<file path="config.mk">
export PLATFORM = sky130hd
export DESIGN_NAME = pwcm_div_cell
export DESIGN_NICKNAME = d
export VERILOG_FILES = /design/src/sv/pwcm_pkg.sv /design/src/sv/pwcm_div_cell.sv
export SDC_FILE = /design/constraint.sdc
export NUM_CORES = 1
export LEC_CHECK = 0
export BUFFER_PORTS_ARGS = -buffer_cell sky130_fd_sc_hd__buf_4
export CAP_MARGIN = 20
export CORE_MARGIN = 3
export CORE_UTILIZATION = 40
export CTS_BUF_LIST = sky130_fd_sc_hd__clkbuf_4
export DETAILED_ROUTE_END_ITERATION = 10
export SYNTH_ARGS = -nofsm -noshare
export SYNTH_HDL_FRONTEND = slang
export SYNTH_SLANG_ARGS = --single-unit
</file>
<file path="constraint.sdc">
create_clock -name aclk -period 17.3 [get_ports aclk]
set_input_delay 0 -clock aclk [delete_from_list [all_inputs] [get_ports aclk]]
set_output_delay 0 -clock aclk [all_outputs]
set_load 0.02 [all_outputs]
</file>
<file path="src/sv/pwcm_pkg.sv">
`default_nettype none
package pwcm_pkg;
    localparam int COORD_W  = 12;
    localparam int COEF_W   = 48;
    localparam int PROD_W   = 61;
    localparam int SUM_W    = 64;
    localparam int MAG_W    = 63;
    localparam int QB_W     = 17;
    localparam int REM_W    = MAG_W + QB_W;
    localparam int SRC_W    = 16;
    localparam int NUM_REGS = 8;
    localparam int ADDR_W   = 3;
    localparam int S_DATA_W = 24;
    localparam int M_DATA_W = 32;
    localparam int FRONT_STAGES = 5;

    localparam int SRC_WIDTH_DEF  = 2048;
    localparam int SRC_HEIGHT_DEF = 2048;
    localparam int OUT_SIZE_DEF   = 4096;

    localparam logic [ADDR_W-1:0] REG_SX_BY_OX  = 3'd0;
    localparam logic [ADDR_W-1:0] REG_SX_BY_OY  = 3'd1;
    localparam logic [ADDR_W-1:0] REG_SX_OFFSET = 3'd2;
    localparam logic [ADDR_W-1:0] REG_SY_BY_OX  = 3'd3;
    localparam logic [ADDR_W-1:0] REG_SY_BY_OY  = 3'd4;
    localparam logic [ADDR_W-1:0] REG_SY_OFFSET = 3'd5;
    localparam logic [ADDR_W-1:0] REG_W_BY_OX   = 3'd6;
    localparam logic [ADDR_W-1:0] REG_W_BY_OY   = 3'd7;

    localparam logic [COEF_W-1:0] COEF_ONE  = 48'h0001_0000_0000;
    localparam logic [SUM_W-1:0]  Q32_ONE   = 64'h0000_0001_0000_0000;

    typedef logic [NUM_REGS-1:0][COEF_W-1:0] coef_bank_t;

    localparam coef_bank_t COEF_RESET = {{3{48'h0}}, COEF_ONE, {3{48'h0}}, COEF_ONE};

    typedef struct packed {
        logic [MAG_W-1:0] rem_x;
        logic [MAG_W-1:0] rem_y;
        logic [MAG_W-1:0] den;
        logic [QB_W-1:0]  q_x;
        logic [QB_W-1:0]  q_y;
        logic             ovf_x;
        logic             ovf_y;
        logic             sgn_x;
        logic             sgn_y;
        logic             kill;
    } cell_t;
endpackage
`default_nettype wire

</file>
<file path="src/sv/pwcm_div_cell.sv">
`default_nettype none
module pwcm_div_cell #(
    parameter int BIT = 0
) (
    input  wire logic            aclk,
    input  wire logic            aresetn,
    input  wire logic            in_valid,
    output logic                 in_ready,
    input  wire pwcm_pkg::cell_t in_data,
    output logic                 out_valid,
    input  wire logic            out_ready,
    output pwcm_pkg::cell_t      out_data
);
    logic            v_reg;
    pwcm_pkg::cell_t d_reg, d_next;
    logic [pwcm_pkg::REM_W-1:0] dsh, rx, ry;

    always_comb begin
        dsh    = pwcm_pkg::REM_W'(in_data.den) << BIT;
        rx     = pwcm_pkg::REM_W'(in_data.rem_x);
        ry     = pwcm_pkg::REM_W'(in_data.rem_y);
        d_next = in_data;
        if (rx >= dsh) begin
            d_next.rem_x  = pwcm_pkg::MAG_W'(rx - dsh);
            d_next.q_x[BIT] = 1'b1;
        end
        if (ry >= dsh) begin
            d_next.rem_y  = pwcm_pkg::MAG_W'(ry - dsh);
            d_next.q_y[BIT] = 1'b1;
        end
    end

    assign in_ready  = !v_reg || out_ready;
    assign out_valid = v_reg;
    assign out_data  = d_reg;

    always_ff @(posedge aclk) begin
        if (!aresetn) begin
            v_reg <= 1'b0;
        end else if (in_ready) begin
            v_reg <= in_valid;
        end
        if (in_ready) begin
            d_reg <= d_next;
        end
    end
endmodule
`default_nettype wire

</file>
==> results.json <==
{
  "outcome": "completed",
  "groute.usage.overall_pct": 27.7,
  "ys_ff_latch": 229,
  "cts_buffers": 69,
  "clk_latency_ns": 0.75,
  "cpLargestDelayFamily": "buffers and inverters",
  "clkSlewWorstSetupHoldPaths_ns": 0.06,
  "synth_compound_area_share_pct": 18.8,
  "grt_max_degree": 85,
  "synth_top_cell_by_area": "edfxtp_1",
  "gp_congestion": 0.974,
  "wirelength_um": 62300,
  "finalSetupViolCount": 0,
  "instances_no_fill": 3031,
  "finalHoldViolations": 0,
  "tritoncts": "yes",
  "required_ns": 17.78,
  "avgSynthCellArea_um2": 9.94,
  "async_flop_share_pct": 0,
  "clk_path_buf_depth": 3,
  "startpoint_type": "input pin",
  "synth_area_mm2": 0.0164,
  "ant_nets": 0,
  "fp.dieArea_mm2": 0.0434,
  "core_mm2": 0.0401,
  "grt-ovfl-total": 0,
  "synthAdderAreaFrac_pct": 10.0,
  "placedInstanceArea_mm2": 0.0202,
  "period_share_pct": 29.3,
  "netlist.area_leader.share_pct": 41.8,
  "path_buf_inv": 5,
  "cts_hold_buf": 345,
  "drv_cap": 0,
  "vias": 16100,
  "placed_cells": 2567,
  "synth_common_cells": "edfxtp_1, a21oi_1, nor2_1, ha_1, nand2_1",
  "tns_ns": 0,
  "synthXorXnorAreaFrac_pct": 6.21,
  "antenna_found_initial": 5,
  "ys_top_cells_by_area": "edfxtp_1, ha_1, a21oi_1",
  "nFillCells": 3360,
  "yosysWarnings": 0,
  "muxShareOfSynthArea_pct": 6.49,
  "cpPeakStageDelay_ns": 0.77,
  "syn_nets": 2009,
  "reg2reg_to": "out_data[15]",
  "grt_pass1_wl_um": 94700,
  "drtIter0Drc": 1139,
  "end_kind": "flop",
  "viasPerCell": 5.32,
  "synth_edf_count": 228,
  "report.final.slew_viol_count": 0,
  "fp.dieW_um": 208,
  "nets": 2820,
  "ir_drop_mv": 0.0485,
  "syn_inst": 1647,
  "cp.depth": 16,
  "worstPathArrival_ns": 5.55,
  "synth_top_family_by_area": "compound AO/OA/AOI/OAI gates",
  "synth_ff_type": "edfxtp_1",
  "period_minus_slack_ns": 5.07,
  "grt_pass1_vias": 16700,
  "crit_end": "out_data[175]",
  "dieHeight_um": 208,
  "postCtsSetupBuffers": 0,
  "grt_setup_unrepaired": "false",
  "clock-sinks": 229,
  "place_hpwl_um": 45800,
  "rr_startpoint": "out_valid",
  "crit_start": "in_data[46]",
  "r2r_slack_ns": 14.51,
  "final_area_mm2": 0.0245,
  "wl_per_cell_um": 20.6,
  "root_buffer": "clkbuf_4",
  "ctsResizeCount": 0,
  "synth_cell_type_count": 75,
  "crit_path_top_delay_cell": "buf_4",
  "fmax_mhz": 197,
  "path_cells": "dlygate4sd3_1 > buf_4 > inv_1 > ha_1 > nand4_1 > nor3_1 > a311o_1 > o21ai_0 > a21oi_1 > nor2_1 > o211ai_1 > a31oi_1 > o21ai_4 > buf_4 > mux2_2 > dlygate4sd3_1",
  "start_util_pct": 40.8,
  "area_growth_pct": 49.9,
  "path_max_fanout": 84,
  "synthSimpleGateAreaFrac_pct": 11.8,
  "first_pass_iters": 5,
  "ys_seq_area_share_pct": 42.0,
  "leakage_nw": 10.9,
  "row_count": 73,
  "crit_type": "in -> reg",
  "drive_above_1_share_pct": 26.5,
  "drcViolationCount": 0,
  "htreeDepth": 3,
  "worst_slew_pin_slew_ns": 1.00,
  "worst_hold_path_type": "in -> reg",
  "portBuffers": 461,
  "io_pins": 462,
  "r2r_cells": 3,
  "slew_headroom_pct": 33.0,
  "synth.most_common_cell": "edfxtp_1",
  "power_density_mw_per_mm2": 83.4,
  "finClkSkew_ns": 0.0266
}
per-layer routing:
| layer | share of wire [%] | vias up | GRT usage (%) |
|---|---|---|---|
| li1 | - | 7749 | - |
| met1 | 43 | 7590 | 35.4 |
| met2 | 48 | 669 | 46.7 |
| met3 | 6.4 | 111 | 5.81 |
| met4 | 2.8 | 2 | 9.30 |
| met5 | 0.021 | - | 0 |
flip-flops by register name, indices dropped and copies added (netlist names):
register	cells
out_data	228
out_valid	1
through the flow:
stage,util [%],setup WS (ns),hold WS (ns),power [mW]
floorplan,-,10.66,0.0989,1.16
global placement,50.3,12.73,0.178,1.42
detailed placement,50.3,12.71,0.179,1.42
CTS,61.1,12.44,0.0252,2.05
global route,61.2,12.03,0.0552,2.15
finish,61.2,12.23,0.120,2.04
worst min-delay path, cell delays in order:
cell and delay, ns:
dlygate4sd3_1 0.52, buf_4 0.11, mux2_4 0.13
where the power goes:
part           internal, mW  switching (mW)  leakage (nW)
Clock                 0.298           0.258         0.524
Sequential            0.699          0.0264          2.36
Combinational         0.346           0.418          8.05
Total                  1.34           0.702          10.9
layout by cell type (no fill, tap or decap), types with 7 or more instances in the layout:
cell,count
o31ai_1,7
o211ai_1,12
a31oi_1,20
clkinv_1,10
xnor2_1,66
a21o_1,47
mux2_2,17
dlygate4sd3_1,345
and3_1,14
ha_1,128
o21bai_1,34
nor2b_1,15
nand4_1,44
buf_4,467
nor2_1,136
inv_1,108
a21oi_1,215
o21a_1,11
nand3_1,18
edfxtp_1,228
xor2_1,50
mux2i_1,9
nand2b_1,10
clkbuf_4,95
a21boi_0,11
mux2_4,52
o21ai_0,91
nor3_1,19
nor4_1,8
nand2_1,116
cells by family after synthesis:
| kind of cell | count (synthesis) |
|---|---|
| adder cells (fa/ha/maj) | 130 |
| flip-flops | 229 |
| multiplexers | 78 |
| XOR/XNOR | 116 |
| AO/OA/AOI/OAI | 503 |
| AND/OR/NAND/NOR | 411 |
| buffers and inverters | 180 |
worst min-delay path by stage:
stage	startpoint	endpoint	slack (ns)	cells past startpoint
after floorplan	in_data[0]	out_data[0]	0.1	0
after global placement	in_data[8]	out_data[8]	0.18	1
after detailed placement	in_data[30]	out_data[30]	0.18	1
after CTS	in_data[5]	out_data[5]	0.03	3
after global routing	in_data[120]	out_data[120]	0.06	3
final	in_data[136]	out_data[136]	0.12	3
cell type report:
cell class | instances | area [um^2] | area share [%]
multi-input cells | 1238 | 8750 | 35.7
repair buffers | 812 | 6960 | 28.4
flip-flops and latches | 229 | 6870 | 28.0
clock buffers | 95 | 713 | 2.91
well taps | 525 | 657 | 2.68
inverters | 108 | 405 | 1.65
clock inverters | 20 | 163 | 0.663
diodes | 4 | 10.0 | 0.0408
Power figures use the tool's default switching activity.
