$ cat src/sv/pwcm_pkg.sv
`default_nettype none
package pwcm_pkg;
    localparam int COORD_W  = 12;
    localparam int COEF_W   = 48;
    localparam int PROD_W   = 61;
    localparam int SUM_W    = 64;
    localparam int MAG_W    = 63;
    localparam int QB_W     = 17;
    localparam int REM_W    = MAG_W + QB_W;
    localparam int SRC_W    = 16;
    localparam int NUM_REGS = 8;
    localparam int ADDR_W   = 3;
    localparam int S_DATA_W = 24;
    localparam int M_DATA_W = 32;
    localparam int FRONT_STAGES = 5;

    localparam int SRC_WIDTH_DEF  = 2048;
    localparam int SRC_HEIGHT_DEF = 2048;
    localparam int OUT_SIZE_DEF   = 4096;

    localparam logic [ADDR_W-1:0] REG_SX_BY_OX  = 3'd0;
    localparam logic [ADDR_W-1:0] REG_SX_BY_OY  = 3'd1;
    localparam logic [ADDR_W-1:0] REG_SX_OFFSET = 3'd2;
    localparam logic [ADDR_W-1:0] REG_SY_BY_OX  = 3'd3;
    localparam logic [ADDR_W-1:0] REG_SY_BY_OY  = 3'd4;
    localparam logic [ADDR_W-1:0] REG_SY_OFFSET = 3'd5;
    localparam logic [ADDR_W-1:0] REG_W_BY_OX   = 3'd6;
    localparam logic [ADDR_W-1:0] REG_W_BY_OY   = 3'd7;

    localparam logic [COEF_W-1:0] COEF_ONE  = 48'h0001_0000_0000;
    localparam logic [SUM_W-1:0]  Q32_ONE   = 64'h0000_0001_0000_0000;

    typedef logic [NUM_REGS-1:0][COEF_W-1:0] coef_bank_t;

    localparam coef_bank_t COEF_RESET = {{3{48'h0}}, COEF_ONE, {3{48'h0}}, COEF_ONE};

    typedef struct packed {
        logic [MAG_W-1:0] rem_x;
        logic [MAG_W-1:0] rem_y;
        logic [MAG_W-1:0] den;
        logic [QB_W-1:0]  q_x;
        logic [QB_W-1:0]  q_y;
        logic             ovf_x;
        logic             ovf_y;
        logic             sgn_x;
        logic             sgn_y;
        logic             kill;
    } cell_t;
endpackage
`default_nettype wire

$ cat src/sv/pwcm_back.sv
`default_nettype none
module pwcm_back #(
    parameter int SRC_WIDTH  = pwcm_pkg::SRC_WIDTH_DEF,
    parameter int SRC_HEIGHT = pwcm_pkg::SRC_HEIGHT_DEF
) (
    input  wire logic                          aclk,
    input  wire logic                          aresetn,
    input  wire logic                          in_valid,
    output logic                               in_ready,
    input  wire pwcm_pkg::cell_t               in_data,
    output logic                               out_valid,
    input  wire logic                          out_ready,
    output logic [pwcm_pkg::SRC_W-1:0]         out_sx,
    output logic [pwcm_pkg::SRC_W-1:0]         out_sy,
    output logic                               out_in_range
);
    localparam int QW = pwcm_pkg::QB_W;
    localparam int SW = pwcm_pkg::SRC_W;
    localparam logic [QW-1:0] POS_MAX = QW'((1 << (SW - 1)) - 1);
    localparam logic [QW-1:0] NEG_MAX = QW'(1 << (SW - 1));

    logic v_reg;
    logic [SW-1:0] sx_reg, sy_reg, sx_next, sy_next;
    logic rng_reg, rng_next;
    logic neg_x, neg_y, ok_x, ok_y;

    always_comb begin
        neg_x = in_data.sgn_x && (in_data.ovf_x || in_data.q_x != '0);
        neg_y = in_data.sgn_y && (in_data.ovf_y || in_data.q_y != '0);
        if (neg_x) begin
            sx_next = (in_data.ovf_x || in_data.q_x > NEG_MAX) ? SW'(NEG_MAX)
                                                               : SW'(-in_data.q_x);
        end else begin
            sx_next = (in_data.ovf_x || in_data.q_x > POS_MAX) ? SW'(POS_MAX)
                                                               : SW'(in_data.q_x);
        end
        if (neg_y) begin
            sy_next = (in_data.ovf_y || in_data.q_y > NEG_MAX) ? SW'(NEG_MAX)
                                                               : SW'(-in_data.q_y);
        end else begin
            sy_next = (in_data.ovf_y || in_data.q_y > POS_MAX) ? SW'(POS_MAX)
                                                               : SW'(in_data.q_y);
        end
        ok_x = !neg_x && !in_data.ovf_x && (in_data.q_x < QW'(SRC_WIDTH));
        ok_y = !neg_y && !in_data.ovf_y && (in_data.q_y < QW'(SRC_HEIGHT));
        rng_next = ok_x && ok_y;
        if (in_data.kill) begin
            sx_next  = '0;
            sy_next  = '0;
            rng_next = 1'b0;
        end
    end

    assign in_ready     = !v_reg || out_ready;
    assign out_valid    = v_reg;
    assign out_sx       = sx_reg;
    assign out_sy       = sy_reg;
    assign out_in_range = rng_reg;

    always_ff @(posedge aclk) begin
        if (!aresetn) begin
            v_reg <= 1'b0;
        end else if (in_ready) begin
            v_reg <= in_valid;
        end
        if (in_ready) begin
            sx_reg  <= sx_next;
            sy_reg  <= sy_next;
            rng_reg <= rng_next;
        end
    end
endmodule
`default_nettype wire

$ cat config.mk
export PLATFORM = sky130hd
export DESIGN_NAME = pwcm_back
export DESIGN_NICKNAME = d
export VERILOG_FILES = /design/src/sv/pwcm_pkg.sv /design/src/sv/pwcm_back.sv
export SDC_FILE = /design/constraint.sdc
export NUM_CORES = 1
export LEC_CHECK = 0
export BUFFER_PORTS_ARGS = -buffer_cell sky130_fd_sc_hd__buf_2
export CORE_AREA = 3 3 104 106
export CTS_BUF_LIST = sky130_fd_sc_hd__clkbuf_16
export DETAILED_ROUTE_END_ITERATION = 6
export DIE_AREA = 0 0 107 109
export PLACE_DENSITY = 0.59
export SYNTH_ARGS = -nofsm -noshare
export SYNTH_HDL_FRONTEND = slang
export SYNTH_SLANG_ARGS = --single-unit
$ cat constraint.sdc
create_clock -name aclk -period 2.21 [get_ports aclk]
set_input_delay 0.1105 -clock aclk [delete_from_list [all_inputs] [get_ports aclk]]
set_output_delay 0.1105 -clock aclk [all_outputs]
set_load 0.1 [all_outputs]
==> results of run 1 <==
-- logic make-up (layout without fill, tap and decap cells) --
| group | count (synthesis) | after routing | share of synthesized area [%] |
|---|---|---|---|
| and+or+nand+nor | 131 | 131 | 32.2 |
| AOI/OAI and AO/OA | 73 | 73 | 19.2 |
| DFF | 34 | 34 | 41.7 |
| buffers and inverters | 21 | 128 | 3.35 |
| adders and majority gates | 4 | 4 | 2.07 |
| muxes | 2 | 2 | 1.08 |
| xor gates and xnor gates | 1 | 1 | 0.361 |
-- layout make-up --
cell class              count  area share (%)
well taps                 133            4.97
repair buffers            108            18.5
inverters                  12            1.35
multi-input cells         211            40.0
clock buffers               5            3.74
clock inverters             3            1.23
flip-flops and latches     34            30.2
-- Yosys cell counts (all sizes together) --
cell type,number
dfxtp,1
mux2,2
nand3b,1
o21ai,23
inv,12
nand3,13
buf,2
edfxtp,33
o41ai,1
a311o,2
nor2,22
a31oi,19
ha,4
a21oi,9
a211oi,3
nand4,10
a2111oi,1
a211o,1
nor3b,3
nand2b,6
or4,4
or3,19
o21a,1
nor3,15
a221oi,2
a41o,1
nor4b,3
nor4,8
a22oi,2
a21boi,1
nand4b,2
o22ai,1
nand2,20
or3b,3
nor2b,2
a41oi,4
o211ai,1
o32a,1
xnor2,1
clkbuf,7
-- power breakdown --
part	internal (mW)	switching [mW]	leakage, nW
clock network	0.527	0.264	0.0812
logic	0.146	0.610	0.839
registers	0.771	0.0167	0.374
-- metal layers --
metal	global-route usage (%)	wire, um	part of all wire (%)	up-vias
met3	2.96	567	6.7	16
met1	20.2	3950	47	1205
li1	-	-	-	1266
met4	5.75	199	2.4	0
met5	0	0	0	-
met2	20.3	3730	44	108
-- worst max-delay path, cell delays in order --
cell and delay, ns:
sky130_fd_sc_hd__buf_2 0.13, sky130_fd_sc_hd__inv_1 0.08, sky130_fd_sc_hd__ha_1 0.24, sky130_fd_sc_hd__nor4b_4 0.30, sky130_fd_sc_hd__nand4_1 0.18, sky130_fd_sc_hd__mux2_2 0.41
sky130_fd_sc_hd__or3_1 0.36, sky130_fd_sc_hd__a41oi_1 0.23
-- per-stage QoR --
step	std cells	setup WS, ns	hold WS (ns)	utilization [%]
2_1_floorplan	266	0.239	0.249	-
3_3_place_gp	498	0.0412	0.364	32.2
3_5_place_dp	498	0.0433	0.380	32.2
4_1_cts	506	0.308	0.0963	33.9
5_1_grt	506	0.177	0.114	33.9
6_report	506	0.274	0.0954	33.9
-- state kept, by name, summed over array words and instances, names as in the netlist --
signal	flops
out_sx	16
out_sy	16
out_in_range	1
out_valid	1
-- path summary, 6_finish.rpt --
check,startpoint,endpoint,cells after the start
worst min-delay path,in_valid,out_valid,3
worst max register to register,out_valid,out_sx[9],2
worst min register to register,out_valid,out_sx[14],1
worst max-delay path,in_data[22],out_sx[5],8
==> out/results.env, run 1 <==
ACTUAL_TRANSITION_AT_THE_WORST_MAX_TRANSITION_PIN_NS=0.643
CTSRESIZECOUNT=0
GRT.TOTAL_USAGE_PCT=14.0
PLACEDINSTANCEAREA_SQ_UM=3180
SETUP.WORST_PATH.START_CLASS='primary input'
FIRST_GLOBAL_VIAS=2408
FMAX_MHz=517
POST-ROUTE-DRC-COUNT=0
YOSYS_WARNINGS=0
NUMCTSBUFFERS=5
DOMINANT_CELL_TYPE_BY_AREA_AFTER_SYNTHESIS='sky130_fd_sc_hd__edfxtp_1'
FIN_WORST_SKEW_NS=0.0137
HOLD_VIOLATIONS=0
POSTCTSSETUPREPAIRBUFS=0
DIE_SPAN_IN_Y_UM=109
DETAIL_ROUTE.WIRELENGTH_UM=8450
POST_LAYOUT_MINIMUM_CYCLE_TIME_NS=1.94
NETLIST_TOP_CELLS_AREA='sky130_fd_sc_hd__edfxtp_1, sky130_fd_sc_hd__a31oi_1, sky130_fd_sc_hd__o21ai_0'
ARRIVAL_NS=2.04
HOLD_PATH_CLASS='primary input to flop'
REPORT.POWER.TOTAL_mW=2.34
POST_ROUTE_CLOCK_PERIOD_UTILIZATION_PCT=87.6
RUN_STATUS='complete, no violations'
FLOORPLAN.IO_PINS=267
DRV.MAX_CAP_VIOLATION_COUNT=0
DETAILROUTE.VIA_COUNT=2595
WIRE_PER_INST_UM=16.7
LEAKAGEPOWER_nW=1.29
REQUIRED_NS=2.31
PLACEABLECOREAREA_SQ_UM=9860
FINALSETUPTNS_NS=0
FINAL-SEQ-AREA_SQ_UM=1010
POST_ROUTE_CELLS_DRIVE_ABOVE_1_SHARE_PCT=35.1
SYNTH.CELL_AREA_SQ_UM=2420
IO_BUFFERS=77
POWER.IR.VDD_WORST_mV=0.414
CTS.SINKS=34
DIODES_INSERTED=0
VIAS_PER_CELL=5.13
FILLERS=1011
DRT_PASS1_ITERATIONS=5
SYNTH_SEQ_AREA_SHARE_PCT=41.7
ROW_COUNT=36
WORSTPATHMAXFANOUT=10
START_UTIL_PCT=24.6
CTS_ROOT_BUFFER='sky130_fd_sc_hd__clkbuf_16'
MAX-SLEW-MARGIN-REL_PCT=57.1
ROUTE.ANTENNA.REMAINING_NETS=0
SYN-NUM-NETS=502
CTS.CLK_SLEW.WORST_PATHS_NS=0.06
FINAL-MAX-SLEW-VIOLATION-COUNT=0
FLOW.AREA_GROWTH_FROM_SYNTHESIS_PCT=38.0
GRT-OVFL-TOTAL=0
CELLPOWERDENSITY_nW_PER_UM2=698
TRITONCTS='done'
WORST_SKEW_PAIR.LATE_LATENCY_NS=0.28
MOSTFREQUENTLAYOUTCELL='sky130_fd_sc_hd__buf_2'
SYNTH_TOP_CELL_AREA_SHARE_PCT=40.9
MOSTFREQUENTLAYOUTCELLS='sky130_fd_sc_hd__buf_2, sky130_fd_sc_hd__edfxtp_1, sky130_fd_sc_hd__buf_4'
YS_SEQ_ELEMENTS=34
DIE_AREA_SQ_UM=11700
DRT-INITIAL-DRC-COUNT=144
GRT_FIRST_PASS_WIRELENGTH_UM=12800
HALF_PERIMETER_WIRE_LENGTH_AFTER_PLACEMENT_UM=6360
GRT_ANTENNA_BEFORE_REPAIR=0
SYNTHDISTINCTLIBCELLS=50
SETUP_REPAIR_AFTER_GLOBAL_ROUTING_MISSED_ITS_MARGIN='no'
NETS=608
CTS_BUFFER_DEPTH=2
CTS-HTREE-LEVELS=2
GPL.FINAL_WEIGHTED_CONGESTION=0.900
TIMING.REG2REG.SETUP_SLACK_NS=1.03
STDCELL_AREA_SQ_UM=3350
POST_SYNTH_INST_COUNT=266
POST_SYNTH.CELL_AREA_AVG_SQ_UM=9.11
GRT_START_MAX_NET_PINS=34
CRIT_TYPE='primary input to flop'
COMBINED_AREA_OF_THE_MULTI_INPUT_LOGIC_CELLS_SQ_UM=1340
FINALSETUPVIOLCOUNT=0
DIE_W_UM=107
WORST_SETUP_PATH_END_KIND='flop'
POST_CTS_HOLD_BUFFER_COUNT=0
(Power assumes the default switching activity.)
==> run 2, diff against run 1 <==
REMOVE_ABC_BUFFERS = 1   (was not set)
==> run 2 against run 1 <==
- sequential power about the same
- design area down 2.1%
- maximum frequency up 2.0%
- die area unchanged
- count of clock-buffer cells in the layout unchanged
- largest cell class unchanged
- critical path depth up 2
- register-to-register slack better by 0.20 ns
- clock power down 13%
- global-route usage up 0.27 points
- core utilization down 0.71 points
- sequential cell count unchanged
- hold slack worse by 0.0081 ns
==> out/results.env, run 2 (same netlist as run 1, synthesis figures left out) <==
SETUP.WORST_PATH.START_CLASS='primary input'
DRT-INITIAL-DRC-COUNT=280  # +94%
POST_CTS_HOLD_BUFFER_COUNT=0  # unchanged
DIODES_INSERTED=0  # unchanged
CTSRESIZECOUNT=0  # unchanged
CTS_BUFFER_DEPTH=2  # unchanged
POST_ROUTE_CELLS_DRIVE_ABOVE_1_SHARE_PCT=33.6  # -1.5 points
DRT_PASS1_ITERATIONS=4  # -1
MOSTFREQUENTLAYOUTCELLS='sky130_fd_sc_hd__buf_2, sky130_fd_sc_hd__edfxtp_1, sky130_fd_sc_hd__buf_4'
FINALSETUPVIOLCOUNT=0  # unchanged
POST_LAYOUT_MINIMUM_CYCLE_TIME_NS=1.90  # -0.0386 ns
GRT.TOTAL_USAGE_PCT=14.3  # +0.27 points
SEQ_POWER_SHARE_PCT=35.5  # +1.8 points
FINAL_CORE_UTILIZATION_PCT=33.2  # -0.71 points
MAX-SLEW-MARGIN-REL_PCT=59.4  # +2.2 points
IO_BUFFERS=77  # unchanged
CRIT_BUF_INV=4  # +2
DETAILROUTE.VIA_COUNT=2535  # -2.3%
POWER.CLOCK.FRACTION_PCT=31.0  # -2.9 points
GRT_FIRST_PASS_WIRELENGTH_UM=13000  # +1.1%
DRV.MAX_CAP_VIOLATION_COUNT=0  # unchanged
FINAL-MAX-SLEW-VIOLATION-COUNT=0  # unchanged
SLOWEST_STAGE='sky130_fd_sc_hd__a211oi_1'
WORST_SKEW_PAIR.LATE_LATENCY_NS=0.29  # about the same
WORST_SETUP_PATH_END_KIND='flop'
CRIT_TYPE='primary input to flop'
GPL.FINAL_WEIGHTED_CONGESTION=0.925  # +2.8%
FIN_WORST_SKEW_NS=0.0106  # -0.00302 ns
HOLD_PATH_CLASS='primary input to flop'
POST-ROUTE-DRC-COUNT=0  # unchanged
NETSWITCHINGPOWER_mW=0.900  # +0.92%
LEAKAGEPOWER_nW=1.25  # -3.6%
PLACEABLECOREAREA_SQ_UM=9860  # unchanged
HOLD_VIOLATIONS=0  # unchanged
ROUTE.ANTENNA.REMAINING_NETS=0  # unchanged
ARRIVAL_NS=1.96  # -0.08 ns
WIRE_PER_INST_UM=16.6  # -0.31%
FLOORPLAN.IO_PINS=267  # unchanged
SETUP_REPAIR_AFTER_GLOBAL_ROUTING_MISSED_ITS_MARGIN='no'
TRITONCTS='done'
MET3_LENGTH_UM=633  # +12%
START_UTIL_PCT=24.6  # unchanged
TIMING.REG2REG.SETUP_SLACK_NS=1.23  # +0.20 ns
CRITICAL_PATH.MAX_STAGE_DELAY_NS=0.36  # -0.05 ns
DIE_W_UM=107  # unchanged
RUN_STATUS='complete, no violations'
CP_CELL_SEQUENCE='buf_2 -> inv_1 -> ha_1 -> nor4b_4 -> buf_4 -> nand3_1 -> o21ai_0 -> buf_4 -> a21oi_1 -> a211oi_1'
REQUIRED_NS=2.28  # -0.03 ns
CTS.SINKS=34  # unchanged
TOPROUTINGLAYERUSED='met4'
DIE_AREA_SQ_UM=11700  # unchanged
ACTUAL_TRANSITION_AT_THE_WORST_MAX_TRANSITION_PIN_NS=0.609  # -0.0337 ns
VIAS_PER_CELL=5.08  # -0.94%
POWER.IR.VDD_WORST_mV=0.450  # +8.8%
GRT-OVFL-TOTAL=0  # unchanged
WORSTPATHMAXFANOUT=10  # unchanged
DRT-MET1-WL_UM=3920  # -0.83%
GRT_START_MAX_NET_PINS=34  # unchanged
CTS_ROOT_BUFFER='sky130_fd_sc_hd__clkbuf_16'
FLOW.AREA_GROWTH_FROM_SYNTHESIS_PCT=35.2
FIRST_GLOBAL_VIAS=2440  # +1.3%
CELLPOWERDENSITY_nW_PER_UM2=679  # -2.7%
GRT_ANTENNA_BEFORE_REPAIR=0  # unchanged
SWITCH_SHARE_PCT=40.4  # +2.3 points
DETAIL_ROUTE.WIRELENGTH_UM=8300  # -1.7%
NUMCTSBUFFERS=5  # unchanged
DIE_SPAN_IN_Y_UM=109  # unchanged
POSTCTSSETUPREPAIRBUFS=0  # unchanged
CRITICAL-PATH-TOP-CELL-BY-COUNT='sky130_fd_sc_hd__buf_4'
CTS.CLK_SLEW.WORST_PATHS_NS=0.06  # about the same
COMB_POWER_SHARE_PCT=33.6  # +1.2 points
FMAX_MHz=527  # +2.0%
POWER.INTERNAL_mW=1.32  # -8.3%
MOSTFREQUENTLAYOUTCELL='sky130_fd_sc_hd__buf_2'
ROW_COUNT=36  # unchanged
HALF_PERIMETER_WIRE_LENGTH_AFTER_PLACEMENT_UM=6220  # -2.1%
CRITICAL-PATH-TOP-DELAY-FAMILY='compound AO/OA/AOI/OAI gates'
POST_ROUTE_CLOCK_PERIOD_UTILIZATION_PCT=85.8  # -1.7 points
HOLD-WORST-SLACK_NS=0.0873  # -0.00810 ns
MET2ROUTEDLENGTH_UM=3610  # -3.2%
CTS-HTREE-LEVELS=2  # unchanged
NETS=601  # -1.2%
## run 2: area by class of cell
class                   count  area, sq um
fillers                  1017         6590
multi-input cells         211         1330
flip-flops and latches     34         1010
repair buffers            101          581
well taps                 133          166
clock buffers               5          125
inverters                  12         45.0
clock inverters             3         16.3
## run 2: power by group through the flow
stage               combinational [mW]  sequential, mW  clock, mW
detailed placement               0.743           0.800          0
global route                     0.783           0.796      0.724
CTS                              0.746           0.791      0.703
floorplan                        0.121            1.21          0
finish                           0.747           0.790      0.689
global placement                 0.741           0.802          0
## run 2: final timing paths
path | to | depth (start not counted) | start
hold reg to reg | out_sx[14] | 2 | out_valid
setup / recovery | out_sy[1] | 10 | in_data[5]
setup reg to reg | out_sy[13] | 2 | out_valid
hold / removal | out_valid | 2 | aresetn
## run 2: metrics by stage
stage          instances  worst slack [ns]  setup TNS (ns)  total power [mW]  instance area (sq um)
6_report             499             0.313               0              2.22                   3280
2_1_floorplan        257            -0.813          -27.72              1.33                   2390
5_1_grt              499             0.113               0              2.30                   3280
3_3_place_gp         491            0.0590               0              1.54                   3130
3_5_place_dp         491            0.0464               0              1.54                   3130
4_1_cts              499             0.325               0              2.24                   3280
## run 2: metal layers
layer / up-vias / track usage [%]
met4: 0 / 5.02
met2: 115 / 20.4
li1: 1251 / -
met3: 10 / 3.20
met5: - / 0
met1: 1159 / 21.1
==> run 3, diff against run 2 <==
==> constraint.sdc (replaced) <==
create_clock -name aclk -period 2.21 [get_ports aclk]
set_input_delay 0.442 -clock aclk [delete_from_list [all_inputs] [get_ports aclk]]
set_output_delay 0.442 -clock aclk [all_outputs]
set_load 0.1 [all_outputs]
==> run 3 against run 2 <==
- worst setup slack worse by 0.24 ns
- clock power down 5.1%
- core utilization up 5.0 points
- count of clock-buffer cells in the layout unchanged
- critical path depth down 1
- global-route usage up 1.0 points
- routed wire length up 8.2%
- non-clock buffer count up 50
- sequential cell count unchanged
- register-to-register slack worse by 0.23 ns
- sequential power about the same
- critical path type unchanged
- critical endpoint is now out_sy[11]
- highest routed layer unchanged
==> out/results.env, run 3 (same netlist as run 1, synthesis figures left out) <==
RUN_STATUS='complete, no violations'
MAX-SLEW-MARGIN-REL_PCT=66.3  # +6.9 points
CP_CELL_SEQUENCE='buf_2 -> inv_2 -> ha_4 -> nor4b_4 -> nand4_2 -> mux2_4 -> buf_4 -> or3_2 -> a31oi_2'
CTS.CLK_SLEW.WORST_PATHS_NS=0.06  # about the same
DP_WORST_SETUP_SLACK_NS=-0.280  # -0.327 ns
ARRIVAL_NS=2.25  # +0.29 ns
FLOORPLAN.IO_PINS=267  # unchanged
TOPROUTINGLAYERUSED='met4'
CTS_ROOT_BUFFER='sky130_fd_sc_hd__clkbuf_16'
DETAIL_ROUTE.WIRELENGTH_UM=8990  # +8.2%
PLACEABLECOREAREA_SQ_UM=9860  # unchanged
GPL.FINAL_WEIGHTED_CONGESTION=0.925  # about the same
NETS=652  # +8.5%
WORST_SETUP_PATH_END_KIND='flop'
DETAILROUTE.VIA_COUNT=2809  # +11%
IO_BUFFERS=77  # unchanged
DIE_W_UM=107  # unchanged
ROW_COUNT=36  # unchanged
POST_LAYOUT_MINIMUM_CYCLE_TIME_NS=2.14  # +0.241 ns
ACTUAL_TRANSITION_AT_THE_WORST_MAX_TRANSITION_PIN_NS=0.509  # -0.100 ns
GRT_START_MAX_NET_PINS=33  # -2.9%
GRT_ANTENNA_BEFORE_REPAIR=0  # unchanged
WORSTPATHMAXFANOUT=4  # -6
DRT-MET1-WL_UM=4340  # +11%
FINALNONFILLERCELLS=550  # +10%
NUMCTSBUFFERS=5  # unchanged
GRT-OVFL-TOTAL=0  # unchanged
POST_ROUTE_CELLS_DRIVE_ABOVE_1_SHARE_PCT=44.4  # +11 points
CELLPOWERDENSITY_nW_PER_UM2=604  # -11%
SETUP.WORST_PATH.START_CLASS='primary input'
FINALSETUPVIOLCOUNT=0  # unchanged
FIN_WORST_SKEW_NS=0.00738  # -0.00327 ns
HALF_PERIMETER_WIRE_LENGTH_AFTER_PLACEMENT_UM=6830  # +9.7%
DIODES_INSERTED=0  # unchanged
START_UTIL_PCT=24.6  # unchanged
HOLD_VIOLATIONS=0  # unchanged
STDCELL_AREA_SQ_UM=3770  # +15%
DIE_AREA_SQ_UM=11700  # unchanged
DRV.MAX_CAP_VIOLATION_COUNT=0  # unchanged
CTS-HTREE-LEVELS=2  # unchanged
MET2ROUTEDLENGTH_UM=3900  # +8.1%
CRIT_TYPE='primary input to flop'
CRITICAL-PATH-TOP-DELAY-FAMILY='simple AND/OR/NAND/NOR gates'
GRT.TOTAL_USAGE_PCT=15.3  # +1.0 points
CRIT_BUF_INV=3  # -1
CTS.SINKS=34  # unchanged
POWER.IR.VDD_WORST_mV=0.426  # -5.5%
LEAKAGEPOWER_nW=1.51  # +21%
ROUTE.ANTENNA.REMAINING_NETS=0  # unchanged
POST_ROUTE_CLOCK_PERIOD_UTILIZATION_PCT=96.8  # +11 points
PLACED_CELLS=540  # +10%
SETUP_WS_NS=0.0715  # -0.241 ns
FILLERS=988  # -2.9%
DIE_SPAN_IN_Y_UM=109  # unchanged
CTS_BUFFER_DEPTH=2  # unchanged
TRITONCTS='done'
REQUIRED_NS=2.32  # +0.04 ns
FMAX_MHz=468  # -11%
CRITICAL_PATH.MAX_STAGE_DELAY_NS=0.45  # +0.09 ns
POST-ROUTE-DRC-COUNT=0  # unchanged
GRT_FIRST_PASS_WIRELENGTH_UM=14000  # +8.3%
WIRE_PER_INST_UM=16.3  # -1.8%
FIRST_GLOBAL_VIAS=2650  # +8.6%
POST_CTS_HOLD_BUFFER_COUNT=0  # unchanged
PLACEDINSTANCEAREA_SQ_UM=3510  # +12%
WORST_SKEW_PAIR.LATE_LATENCY_NS=0.27  # -0.02 ns
FINAL-MAX-SLEW-VIOLATION-COUNT=0  # unchanged
DRT-INITIAL-DRC-COUNT=247  # -12%
SLOWEST_STAGE='sky130_fd_sc_hd__or3_2'
FLOW.AREA_GROWTH_FROM_SYNTHESIS_PCT=55.4
VIAS_PER_CELL=5.11  # +0.53%
HOLD_PATH_CLASS='primary input to flop'
MOSTFREQUENTLAYOUTCELLS='sky130_fd_sc_hd__buf_2, sky130_fd_sc_hd__buf_4, sky130_fd_sc_hd__edfxtp_1'
DRT_PASS1_ITERATIONS=4  # unchanged
MET3_LENGTH_UM=590  # -6.8%
MOSTFREQUENTLAYOUTCELL='sky130_fd_sc_hd__buf_2'
[run 3: changes by cell type in the layout (fill, tap and decap cells not counted), sizes merged]
cell and change:
inv +1, mux2 +1, buf +50, clkinvlp -1
[run 3: timing repair]
item / 4_1_cts / 5_1_grt
gates resized for setup: 4 / 16
endpoints found under the hold margin: 0 / 0
pin swaps: 1 / 5
setup endpoints to repair: 3 / 25
gates cloned: 0 / 1
setup buffers: 0 / 1
[run 3: worst paths after layout]
path	end	cells after the start	slack (ns)	startpoint
min reg2reg	out_sy[8]	2	1.00	out_valid
max reg2reg	out_sy[11]	2	1.00	out_valid
min	out_valid	3	0.41	in_valid
max	out_sy[11]	9	0.07	in_data[5]
[run 3: per-layer routing]
| metal | GRT usage, % | up-vias |
|---|---|---|
| li1 | - | 1362 |
| met1 | 23.3 | 1303 |
| met2 | 22.6 | 132 |
| met3 | 2.72 | 12 |
| met4 | 3.38 | 0 |
| met5 | 0 | - |
[run 3: worst min-delay path: stages]
cell	delay (ns)
sky130_fd_sc_hd__buf_2	0.09
sky130_fd_sc_hd__inv_1	0.04
sky130_fd_sc_hd__a21boi_0	0.06
[run 3: area by class of cell]
cell class                      count  area (sq um)  share of cell area [%]
Clock buffer                        5           125                    3.32
Clock inverter                      3          12.5                   0.332
Inverter                           12          45.0                    1.20
Multi-Input combinational cell    212          1440                    38.2
Sequential cell                    34          1010                    26.8
Tap cell                          133           166                    4.42
Timing Repair Buffer              151           968                    25.7
[run 3: power by group]
part	leakage, nW	switching, mW	internal, mW
Clock	0.0724	0.247	0.407
Combinational	1.07	0.632	0.202
Sequential	0.374	0.0169	0.772
Total	1.51	0.896	1.38
[run 3: stage by stage]
stage                     util (%)  total power [mW]  TNS (ns)  hold slack [ns]
after floorplan                  -              1.33    -33.08            0.581
after global placement        35.6              1.61     -4.39            0.691
after detailed placement      35.6              1.61     -4.70            0.712
final                         38.2              2.28         0            0.412
after CTS                     37.3              2.28         0            0.418
after global routing          38.2              2.38   -0.0138            0.444
